**config.mk**
```make
export PLATFORM = sky130hd
export DESIGN_NAME = osm_scan
export DESIGN_NICKNAME = d
export VERILOG_FILES = /design/src/hdl/osm_pkg.sv /design/src/hdl/osm_scan.sv
export SDC_FILE = /design/constraint.sdc
export NUM_CORES = 1
export LEC_CHECK = 0
export BUFFER_PORTS_ARGS = -buffer_cell sky130_fd_sc_hd__buf_2
export CORE_MARGIN = 4
export CORE_UTILIZATION = 56
export DETAILED_ROUTE_END_ITERATION = 12
export GPL_TIMING_DRIVEN = 0
export PLACE_DENSITY_LB_ADDON = 0.12
export SLEW_MARGIN = 0
export SYNTH_ARGS = -nofsm -noshare
export SYNTH_HDL_FRONTEND = slang
export SYNTH_SLANG_ARGS = --single-unit
```
**constraint.sdc**
```tcl
create_clock -name clock -period 12.9 [get_ports clock]
set_clock_uncertainty 0.1 [all_clocks]
set_input_delay 0 -clock clock [delete_from_list [all_inputs] [get_ports clock]]
set_output_delay 0 -clock clock [all_outputs]
set_load 0.05 [all_outputs]
```
**src/hdl/osm_pkg.sv**
```systemverilog
// shared types, sizes and codes of the order statistic multiset
package osm_pkg;

   localparam int Capacity   = 1024;
   localparam int ValueWidth = 32;
   localparam int CountWidth = $clog2(Capacity + 1);
   localparam int IndexWidth = $clog2(Capacity);

   typedef logic signed [ValueWidth-1:0] value_type;
   typedef logic [CountWidth-1:0]        count_type;
   typedef logic [IndexWidth-1:0]        index_type;

   typedef enum logic [2:0] {
      OP_INSERT      = 3'd0,
      OP_DELETE      = 3'd1,
      OP_RANK        = 3'd2,
      OP_SELECT      = 3'd3,
      OP_PREDECESSOR = 3'd4,
      OP_SUCCESSOR   = 3'd5
   } op_type;

   typedef enum logic [1:0] {
      STATUS_OK      = 2'd0,
      STATUS_FULL    = 2'd1,
      STATUS_MISSING = 2'd2
   } status_type;

   // control from the sequencer to the head of the ring
   typedef struct packed {
      logic      start;
      logic      active;
      op_type    op;
      value_type operand;
      count_type count;
      index_type index;
   } scan_ctrl_type;

   // outcome of one full revolution
   typedef struct packed {
      value_type  answer;
      status_type status;
      logic       shrink;
   } scan_result_type;

endpackage

```
**src/hdl/osm_scan.sv**
```systemverilog
// head of the ring: sees one element a cycle, rewrites the stream and gathers answers
module osm_scan (
   input  logic                      clock,
   input  logic                      reset,
   input  osm_pkg::scan_ctrl_type    ctrl,
   input  osm_pkg::value_type        tail,
   input  osm_pkg::value_type        upcoming,
   output osm_pkg::value_type        head,
   output osm_pkg::scan_result_type  result
);
   import osm_pkg::*;

   logic      inserted_ff, inserted_in;
   logic      found_ff, found_in;
   logic      picked_ff, picked_in;
   value_type hold_ff, hold_in;
   value_type pick_ff, pick_in;
   count_type below_ff, below_in;

   logic                  live;
   logic                  lt;
   logic                  gt;
   logic                  eq;
   logic                  ins_hit;
   logic                  del_hit;
   logic [ValueWidth-1:0] position;

   assign live     = count_type'(ctrl.index) < ctrl.count;
   assign lt       = tail < ctrl.operand;
   assign gt       = tail > ctrl.operand;
   assign eq       = tail == ctrl.operand;
   assign position = ValueWidth'(ctrl.index) + ValueWidth'(1);
   assign ins_hit  = !inserted_ff && (!live || gt);
   assign del_hit  = !found_ff && live && eq;

   always_comb begin
      head        = tail;
      inserted_in = inserted_ff;
      found_in    = found_ff;
      picked_in   = picked_ff;
      hold_in     = hold_ff;
      pick_in     = pick_ff;
      below_in    = below_ff;
      if (ctrl.start) begin
         inserted_in = 1'b0;
         found_in    = 1'b0;
         picked_in   = 1'b0;
         below_in    = '0;
      end else if (ctrl.active) begin
         case (ctrl.op)
            OP_INSERT: begin
               // new value goes in, everything behind it slips one place
               if (inserted_ff) begin
                  head = hold_ff;
               end else if (ins_hit) begin
                  head = ctrl.operand;
               end
               if (inserted_ff || ins_hit) begin
                  hold_in = tail;
               end
               inserted_in = inserted_ff || ins_hit;
            end
            OP_DELETE: begin
               if (found_ff || del_hit) begin
                  head = upcoming;
               end
               found_in = found_ff || del_hit;
            end
            OP_RANK: begin
               if (live && lt) begin
                  below_in = below_ff + count_type'(1);
               end
            end
            OP_SELECT: begin
               if (live && position == $unsigned(ctrl.operand)) begin
                  pick_in   = tail;
                  picked_in = 1'b1;
               end
            end
            OP_PREDECESSOR: begin
               // last smaller value wins
               if (live && lt) begin
                  pick_in   = tail;
                  picked_in = 1'b1;
               end
            end
            OP_SUCCESSOR: begin
               // first larger value wins
               if (live && gt && !picked_ff) begin
                  pick_in   = tail;
                  picked_in = 1'b1;
               end
            end
            default: begin
            end
         endcase
      end
   end

   always_ff @(posedge clock) begin
      hold_ff  <= hold_in;
      pick_ff  <= pick_in;
      below_ff <= below_in;
      if (reset) begin
         inserted_ff <= 1'b0;
         found_ff    <= 1'b0;
         picked_ff   <= 1'b0;
      end else begin
         inserted_ff <= inserted_in;
         found_ff    <= found_in;
         picked_ff   <= picked_in;
      end
   end

   always_comb begin
      result.answer = '0;
      result.status = STATUS_OK;
      result.shrink = 1'b0;
      case (ctrl.op)
         OP_DELETE: begin
            result.shrink = found_ff;
         end
         OP_RANK: begin
            result.answer = value_type'(below_ff) + value_type'(1);
         end
         OP_SELECT, OP_PREDECESSOR, OP_SUCCESSOR: begin
            if (picked_ff) begin
               result.answer = pick_ff;
            end else begin
               result.status = STATUS_MISSING;
            end
         end
         default: begin
         end
      endcase
   end

endmodule

```
## Word level (Yosys, flattened, before mapping)

Cells that the tools add are included.
Widths: inputs -> output; s select.

| operators by class | value |
|---|---|
| add/sub/neg operators | 3 |
| reductions and logical operators | 24 |
| bitwise operators | 1 |
| multiplexer cells | 19 |
| $lt $le $gt $ge | 3 |
| eq/ne operators | 10 |

Operators with widths:

| operator | count |
|---|---|
| $mux 32 | 9 |
| $pmux 32 s2 | 2 |
| $pmux 32 s3 | 1 |
| $eq 11x32->1 | 1 |
| $eq 32x32->1 | 1 |
| $gt 32x32->1 | 1 |
| $lt 32x32->1 | 1 |
| $add 11x1->12 const B | 1 |
| $add 10x1->11 const B | 1 |
| $add 11x1->11 const B | 1 |
| $lt 10x11->1 | 1 |
| $logic_and 1x1->1 | 7 |
| $eq 3x2->1 const B | 2 |
| $eq 3x3->1 const B | 2 |
| $ne 2x2->1 const B | 3 |
| $reduce_and 6->1 | 1 |
| $reduce_and 5->1 | 1 |
| $logic_not 1->1 | 4 |
| $mux 1 | 4 |
| $mux 2 | 2 |
| $reduce_and 2->1 | 2 |
| $reduce_and 4->1 | 1 |
| $eq 3x1->1 const B | 1 |
| $logic_not 3->1 | 1 |
| other kinds (7) | 9 |

| word-level totals | value |
|---|---|
| register bits after elaboration | 78 |
| output and inout port bits | 67 |
| word-level logic and storage cells | 66 |

## Depth between registers and ports, before layout

Gate-level depths: netlist of run 1.

| logic depth | value |
|---|---|
| depth after elaboration | 9 |
| gate-level depth with buffers | 12 |

## Worst setup path before layout of run 1

OpenSTA, ideal clock, no wires.

| timing | value |
|---|---|
| path kind | input port to flip-flop |
| from | input ctrl[51] (netlist bit) |
| to | register pick_ff[0], enable pin |
| slack | 8.294 ns |
| stages on the path | 10 |
| library setup time | 0.470 ns |
| data required time | 12.330 ns |
| arrival | 4.036 ns |
| cell sequence | inv_1 ha_1 nand4_2 nor4_4 nand2_2 and4_4 buf_6 nor3_1 mux2i_1 a211oi_1 |

| on the way | value |
|---|---|
| word-level cells in the longest chain between the ends | 5 |

Ends and longest elaborated chain:

| element | line | text |
|---|---|---|
| from (decl) | osm_scan.sv:5 | `input osm_pkg::scan_ctrl_type ctrl,` |
| $gt 32x32->1 | osm_scan.sv:30 | `assign gt = tail > ctrl.operand;` |
| $logic_and 1x1->1 (2 in series) | osm_scan.sv:89 | `if (live && gt && !picked_ff) begin` |
| $ne 2x2->1 (no source line) | n/a |  |
| $reduce_and 6->1 (no source line) (*) | n/a |  |
| to (signal assigned) | osm_scan.sv:102 | `pick_ff <= pick_in;` |
| to (decl) | osm_scan.sv:17 | `value_type pick_ff, pick_in;` |

Every way passes the cells marked *; elsewhere a longest branch is shown, timed or not.
A chain may end at the register's enable or synchronous reset.

## Final worst setup path of run 1

| timing | value |
|---|---|
| from | input tail[30] |
| to | output head[16] |

| on the way | value |
|---|---|
| word-level cells in the longest chain between the ends | 8 |

Ends and longest elaborated chain:

| element | line | text |
|---|---|---|
| from (decl) | osm_scan.sv:6 | `input osm_pkg::value_type tail,` |
| $gt 32x32->1 | osm_scan.sv:30 |  |
| $logic_or 1x1->1 | osm_scan.sv:33 | `assign ins_hit = !inserted_ff && (!live \|\| gt);` |
| $logic_and 1x1->1 | osm_scan.sv:33 |  |
| $mux 32 | osm_scan.sv:55 | `end else if (ins_hit) begin` |
| $mux 32 | osm_scan.sv:53 | `if (inserted_ff) begin` |
| $pmux 32 s2 (*) | osm_scan.sv:50 | `case (ctrl.op)` |
| $mux 32 (*) | osm_scan.sv:49 | `end else if (ctrl.active) begin` |
| $mux 32 (*) | osm_scan.sv:44 | `if (ctrl.start) begin` |
| to (decl) | osm_scan.sv:8 | `output osm_pkg::value_type head,` |

Marks and branches as above.

==> summary.txt, run 1 <==
Run status
  – Outcome: completed

Power
  – Power density over the cells: 85.45 mW/mm2
  – Lkg Pwr: 3.366 nW
  – Max IR drop VDD: around 0.063 mV

Clock network
  – Post-cts sizing count: 0
  – Worst-case clock buffer depth: 2
  – Clk sinks: 78
  – CTS H-tree lvls: 3
  – Clk Latency, worst-skew pair: 0.37 ns
  – Total CTS buffers: 9
  – Clock transition at path regs: 0.09 ns
  – CTS root buf: clkbuf_8
  – CTS tree: done

Layout
  – Fin cells: 1008
  – Most frequent cells in the layout: buf_2 (188), edfxtp_1 (64), nor2_1 (55)
  – Fin util: 0.7425
  – Commonest non-fill, non-tap cell in the layout: buf_2
  – NumNets Final: 1033
  – Layout cells sized above 1: 0.2572
  – Design area: 0.007665 mm2
  – Filler Cells Inserted: just under 800
  – Area Growth Syn to Fin: 29.68%

Global route
  – Initial antenna violation count: 1
  – Vias in the first global route: 6177
  – Largest net degree at the start of global routing: 24
  – GRT overflow: 0
  – GRT Total Usage: 0.3164
  – Global-route wire length before repair: between 30000 and 40000 um

Placement
  – Dpl cell area: slightly above 0.007 mm2
  – HPWL after DPL: ~15000 um
  – GPL Wtd Cong: 0.9574
  – Buffers added on ports: about 190
  – Total placed cells including tap cells: 957
  – Pre-CTS WS: 9.302 ns

Worst setup path
  – Reg2reg setup slack: between 10 and 15 ns
  – Worst setup SP type: input port
  – Crit path capture type: primary output
  – Crit-path max cell delay: ~1.1 ns
  – CP cell instances: dlygate4sd3_1, buf_2, ha_1, nand4_2, nor4_4, and3_2, o22ai_1, nor4b_1, clkbuf_1, nand2_1, o211ai_1, buf_2
  – CP Max Fanout: 10
  – CP Class: input port to primary output
  – Reg2reg path depth: 7
  – Worst r2r dst: below_ff[10]
  – Slowest CP cell: nor4b_1
  – Crit path DAT: between 4 and 5 ns
  – Cell mode on critical path: buf_2
  – Reg2Reg Launch Point: below_ff[0]
  – Worst EP required: around 13 ns

Yosys
  – Top cell type's share of synthesized area: 0.3251
  – Register area share after synthesis: 0.3726
  – Synthesis-stage register bit count: 78
  – Net Count, Synth: ~800
  – FFs w/ async S/R, synth: 0
  – Cells after synthesis: between 600 and 700
  – Post-synth EDFFs: between 60 and 70
  – Top cells by area, synth: edfxtp_1 (33%), ha_1 (9.1%), a221o_1 (5.1%)
  – Post-synth top area cell: edfxtp_1
  – Cell Area, Synth: approximately 0.0059 mm2
  – Synth warn: 0
  – Library cells used by synthesis: 61
  – Ys flop type: edfxtp_1
  – Avg Inst Size Synth: between 9 and 10 um2

Die
  – # IOs: roughly 190
  – # rows: 37
  – Initial Util: 0.5725
  – Die area: about 0.012 mm2
  – Die height: ~110 um
  – Die Wd: ~110 um
  – Core area: about 0.010 mm2

Timing
  – Final setup fails: 0
  – Setup_tns: 0 ns
  – Fin. max-slew vios: 0
  – Slew HR: 0.1176
  – RSZ-0062 raised after global routing: false
  – Post-route minimum period: about 4.3 ns
  – Final period utilization: 0.3320
  – Hold Violations, Final: 0
  – Worst-Margin Slew: 1.290 ns
  – Final setup margin: 8.617 ns
  – Peak Freq: 0.2335 GHz

Detailed routing
  – Routed wire per std cell: approximately 20 um
  – Post-Route WL: between 15000 and 20000 um
  – DR iter-0 viols: 570
  – Avg Vias per Cell: 6.067
  – Via count: 6116
  – Residual DRC: 0
  – Drt first pass iters: 5
  – ANT nets after route: 0

Job
  – Maximum Capacitance Violations: 0

Min path
  – Hold path start: ctrl[56]
  – WHS Path Cells: 4
  – Min-Delay Endpoint: below_ff[1]
  – Worst Hold Class: input port to register
[worst max path at each step]
stage	cells after the start	slack [ns]	endpoint	from
floorplan	10	8.29	pick_ff[0]	ctrl[51]
global placement	10	6.46	pick_ff[19]	ctrl[28]
detailed placement	12	9.30	head[9]	ctrl[48]
CTS	12	8.75	head[9]	tail[27]
global route	12	8.40	head[30]	tail[30]
finish	12	8.62	head[16]	tail[30]
[where the power goes]
group	total, mW	switching, mW	internal [mW]
sequential	0.276	0.000809	0.275
combinational	0.177	0.108	0.0686
clock	0.202	0.0937	0.109
[cell families after synthesis]
logic type | count (synthesis) | share of synthesized area
xor gates and xnor gates | 21 | 0.03112
buffers and inverters | 89 | 0.06414
DFF | 78 | 0.3726
other | 1 | 0.0006344
adders and majority gates | 43 | 0.09103
AOI/OAI and AO/OA | 180 | 0.2248
and+or+nand+nor | 197 | 0.1795
muxes | 21 | 0.03620
[cell usage after synthesis, types with 9 or more instances]
cell type   n
and3_1     13
nand2_1    31
o21ai_0    26
a221o_1    30
o21a_1     20
a21oi_1    31
a22o_1     12
xnor2_1    17
edfxtp_1   64
dfxtp_1    14
a21boi_0   17
mux2i_1    18
nand3_1    10
nor2_1     55
and2_1     24
ha_1       43
nand4_1     9
clkbuf_1   28
inv_1      54
[routing by layer]
layer	global-route usage	part of all wire
met1	0.4107	0.41
met2	0.5093	0.47
met3	0.07314	0.097
met4	0.1305	0.030
met5	0	0
[sequential cells by signal (all words and copies together), names as in the netlist]
signal / count
picked_ff: 1
below_ff: 11
inserted_ff: 1
hold_ff: 32
pick_ff: 32
found_ff: 1
[per-stage QoR]
stage	hold slack, ns	power [mW]
after floorplan	-0.02321	0.3862
after global placement	0.1214	0.4400
after detailed placement	0.1216	0.4465
after CTS	0.005102	0.6536
after global routing	0.05378	0.6817
final	0.01468	0.6550
[area by class of cell]
class | count | area [um2] | share of cell area
Antenna cell | 1 | 2.502 | 0.0003265
Inverter | 54 | 202.7 | 0.02644
Tap cell | 136 | 170.2 | 0.02220
Sequential cell | 78 | 2202 | 0.2873
Buffer | 35 | 176.4 | 0.02302
Timing Repair Buffer | 225 | 1351 | 0.1763
Multi-Input combinational cell | 463 | 3353 | 0.4375
Clock buffer | 12 | 135.1 | 0.01763
Clock inverter | 4 | 71.32 | 0.009305
[critical path: cells and delay by family]
family,cells,cell delay [ns]
AOI/OAI and AO/OA,2,0.31
and+or+nand+nor,5,2.06
buffers and inverters,4,1.48
adders and majority gates,1,0.32
[what timing repair did]
| item | CTS | global route |
|---|---|---|
| hold buffers | 34 | 0 |
| setup buffers | 0 | 0 |
| hold endpoints to repair | 68 | 0 |
| setup endpoints to repair | 0 | 0 |
Note: power is estimated with default switching activity, not from simulation.
==> inputs of run 2 (changes only) <==
--- a/config.mk
+++ b/config.mk
@@ -7,7 +7,7 @@
 export LEC_CHECK = 0
 export BUFFER_PORTS_ARGS = -buffer_cell sky130_fd_sc_hd__buf_2
 export CORE_MARGIN = 4
-export CORE_UTILIZATION = 56
+export CORE_UTILIZATION = 52
 export DETAILED_ROUTE_END_ITERATION = 12
 export GPL_TIMING_DRIVEN = 0
 export PLACE_DENSITY_LB_ADDON = 0.12
==> constraint.sdc (replaced) <==
create_clock -name clock -period 4 [get_ports clock]
set_clock_uncertainty 0.1 [all_clocks]
set_input_delay 0 -clock clock [delete_from_list [all_inputs] [get_ports clock]]
set_output_delay 0 -clock clock [all_outputs]
set_load 0.05 [all_outputs]
==> summary.txt, run 2 (synthesized netlist as in run 1, its figures left out) <==
Clock network
  – Total CTS buffers: 9
  – CTS tree: done
  – CTS H-tree lvls: 3
  – Clk sinks: 78
  – CTS root buf: clkbuf_16
  – Setup bufs post-CTS: 0
  – Clock transition at path regs: ~0.06 ns
  – Worst-case clock buffer depth: 2
  – Clk Latency, worst-skew pair: between 0.3 and 0.4 ns

Timing
  – Final setup fails: 0
  – Fin. max-slew vios: 0
  – Hold Violations, Final: 0
  – RSZ-0062 raised after global routing: false
  – Peak Freq: between 0.2 and 0.3 GHz
  – Final period utilization: 0.9415
  – Final setup margin: approximately 0.23 ns
  – Worst-Margin Slew: between 1 and 1.5 ns
  – Slew HR: 0.1810
  – Post-route minimum period: 3.766 ns

Placement
  – GPL Wtd Cong: 0.9259
  – Dpl cell area: between 0.007 and 0.008 mm2
  – Pre-CTS WS: between 0.4 and 0.5 ns
  – Buffers added on ports: 188
  – HPWL after DPL: approximately 15000 um

Global route
  – GRT Total Usage: 0.3009
  – Initial antenna violation count: 0
  – GRT overflow: 0
  – Global-route wire length before repair: around 31000 um
  – Vias in the first global route: just over 6000
  – Largest net degree at the start of global routing: 18

Die
  – Die height: around 110 um
  – Core area: between 0.01 and 0.015 mm2
  – Die Wd: 114.6 um
  – # IOs: around 190
  – Initial Util: 0.5382
  – # rows: 38
  – Die area: approximately 0.013 mm2

Layout
  – Ant diodes: 0
  – Layout cells sized above 1: 0.2641
  – Fin util: 0.7071
  – NumNets Final: 1033
  – Commonest non-fill, non-tap cell in the layout: buf_2
  – Area of the multi-input gates: between 0.003 and 0.004 mm2
  – FF/Latch Area: between 0.002 and 0.0025 mm2
  – Most frequent cells in the layout: buf_2 (188), edfxtp_1 (64), nor2_1 (55)
  – Area Growth Syn to Fin: 31.39%
  – Largest registers: hold_ff: 32 flops, pick_ff: 32 flops, below_ff: 11 flops
  – Filler Cells Inserted: 870
  – Design area: just under 0.008 mm2

Worst setup path
  – Reg2reg path depth: 5
  – Crit path DAT: 3.67 ns
  – Reg2Reg Launch Point: inserted_ff
  – CP Class: input port to primary output
  – Worst EP required: ~4 ns
  – CP Max Fanout: 10
  – Worst r2r dst: hold_ff[30]
  – Reg2reg setup slack: 1.59 ns
  – Crit path capture type: primary output
  – Worst setup SP type: input port

Detailed routing
  – Post-Route WL: 19920 um
  – Routed wire per std cell: slightly below 20 um
  – Residual DRC: 0
  – ANT nets after route: 0
  – Drt first pass iters: 5
  – Avg Vias per Cell: around 6.0
  – DR iter-0 viols: slightly above 600
  – Via count: between 6000 and 7000

Power
  – Power density over the cells: 293.9 mW/mm2
  – Pwr Total: between 2 and 2.5 mW
  – Lkg Pwr: 3.413 nW
  – Max IR drop VDD: about 0.23 mV

Min path
  – Hold path start: ctrl[56]
  – Worst Hold Class: input port to register
  – WHS Path Cells: 4
  – Min-Delay Endpoint: below_ff[1]

Run status
  – Outcome: completed

Job
  – Maximum Capacitance Violations: 0
-- run 2: how the worst max path moves through the flow --
stage | slack (ns) | cells after the start | to | from
after CTS | 0.05 | 12 | head[11] | tail[27]
after floorplan | 0.42 | 10 | pick_ff[0] | ctrl[51]
after global routing | 0.08 | 12 | head[30] | tail[27]
final | 0.23 | 12 | head[11] | tail[25]
after detailed placement | 0.44 | 12 | hold_ff[5] | ctrl[46]
after global placement | -0.74 | 11 | pick_ff[23] | ctrl[46]
-- run 2: what timing repair did --
item                                    in CTS  in global routing
hold buffers                                34                  0
endpoints found under the hold margin       68                  0
gates resized for setup                      0                  5
endpoints found under the setup margin       0                 30
-- run 2: final cells by class --
cell class,count,area share
Inverter,54,0.02610
Clock inverter,3,0.002094
Tap cell,140,0.02256
Buffer,35,0.02288
Clock buffer,13,0.03625
Timing Repair Buffer,225,0.1724
Sequential cell,78,0.2836
Multi-Input combinational cell,463,0.4342
-- run 2: metal layers --
metal,routed length (um),up-vias,global-route usage
met5,0,-,0
met4,564,0,0.1267
met3,2041,46,0.07082
met2,9390,345,0.4781
met1,7927,2853,0.3929
li1,-,2843,-
-- run 2: worst max-delay path, cell delays in order --
cell and delay (ns):
dlygate4sd3_1 0.53, buf_2 0.16, ha_1 0.31, nand4_1 0.20, nor4_4 0.36, and3_2 0.35
o22ai_1 0.17, nor4b_2 0.46, clkbuf_1 0.51, a22o_1 0.22, a221o_1 0.11, buf_2 0.26
-- run 2: where the power goes --
group	leakage (nW)	switching, mW	internal [mW]
clock network	0.144	0.335	0.490
registers	0.690	0.00250	0.888
logic	2.58	0.348	0.220
-- run 2: stage by stage --
stage,instances,TNS [ns],hold slack [ns]
after global placement,958,-32.70,0.1040
after CTS,1011,0,0.03503
final,1011,0,0.04992
after detailed placement,961,0,0.1008
after global routing,1011,0,0.09264
after floorplan,630,0,-0.02321
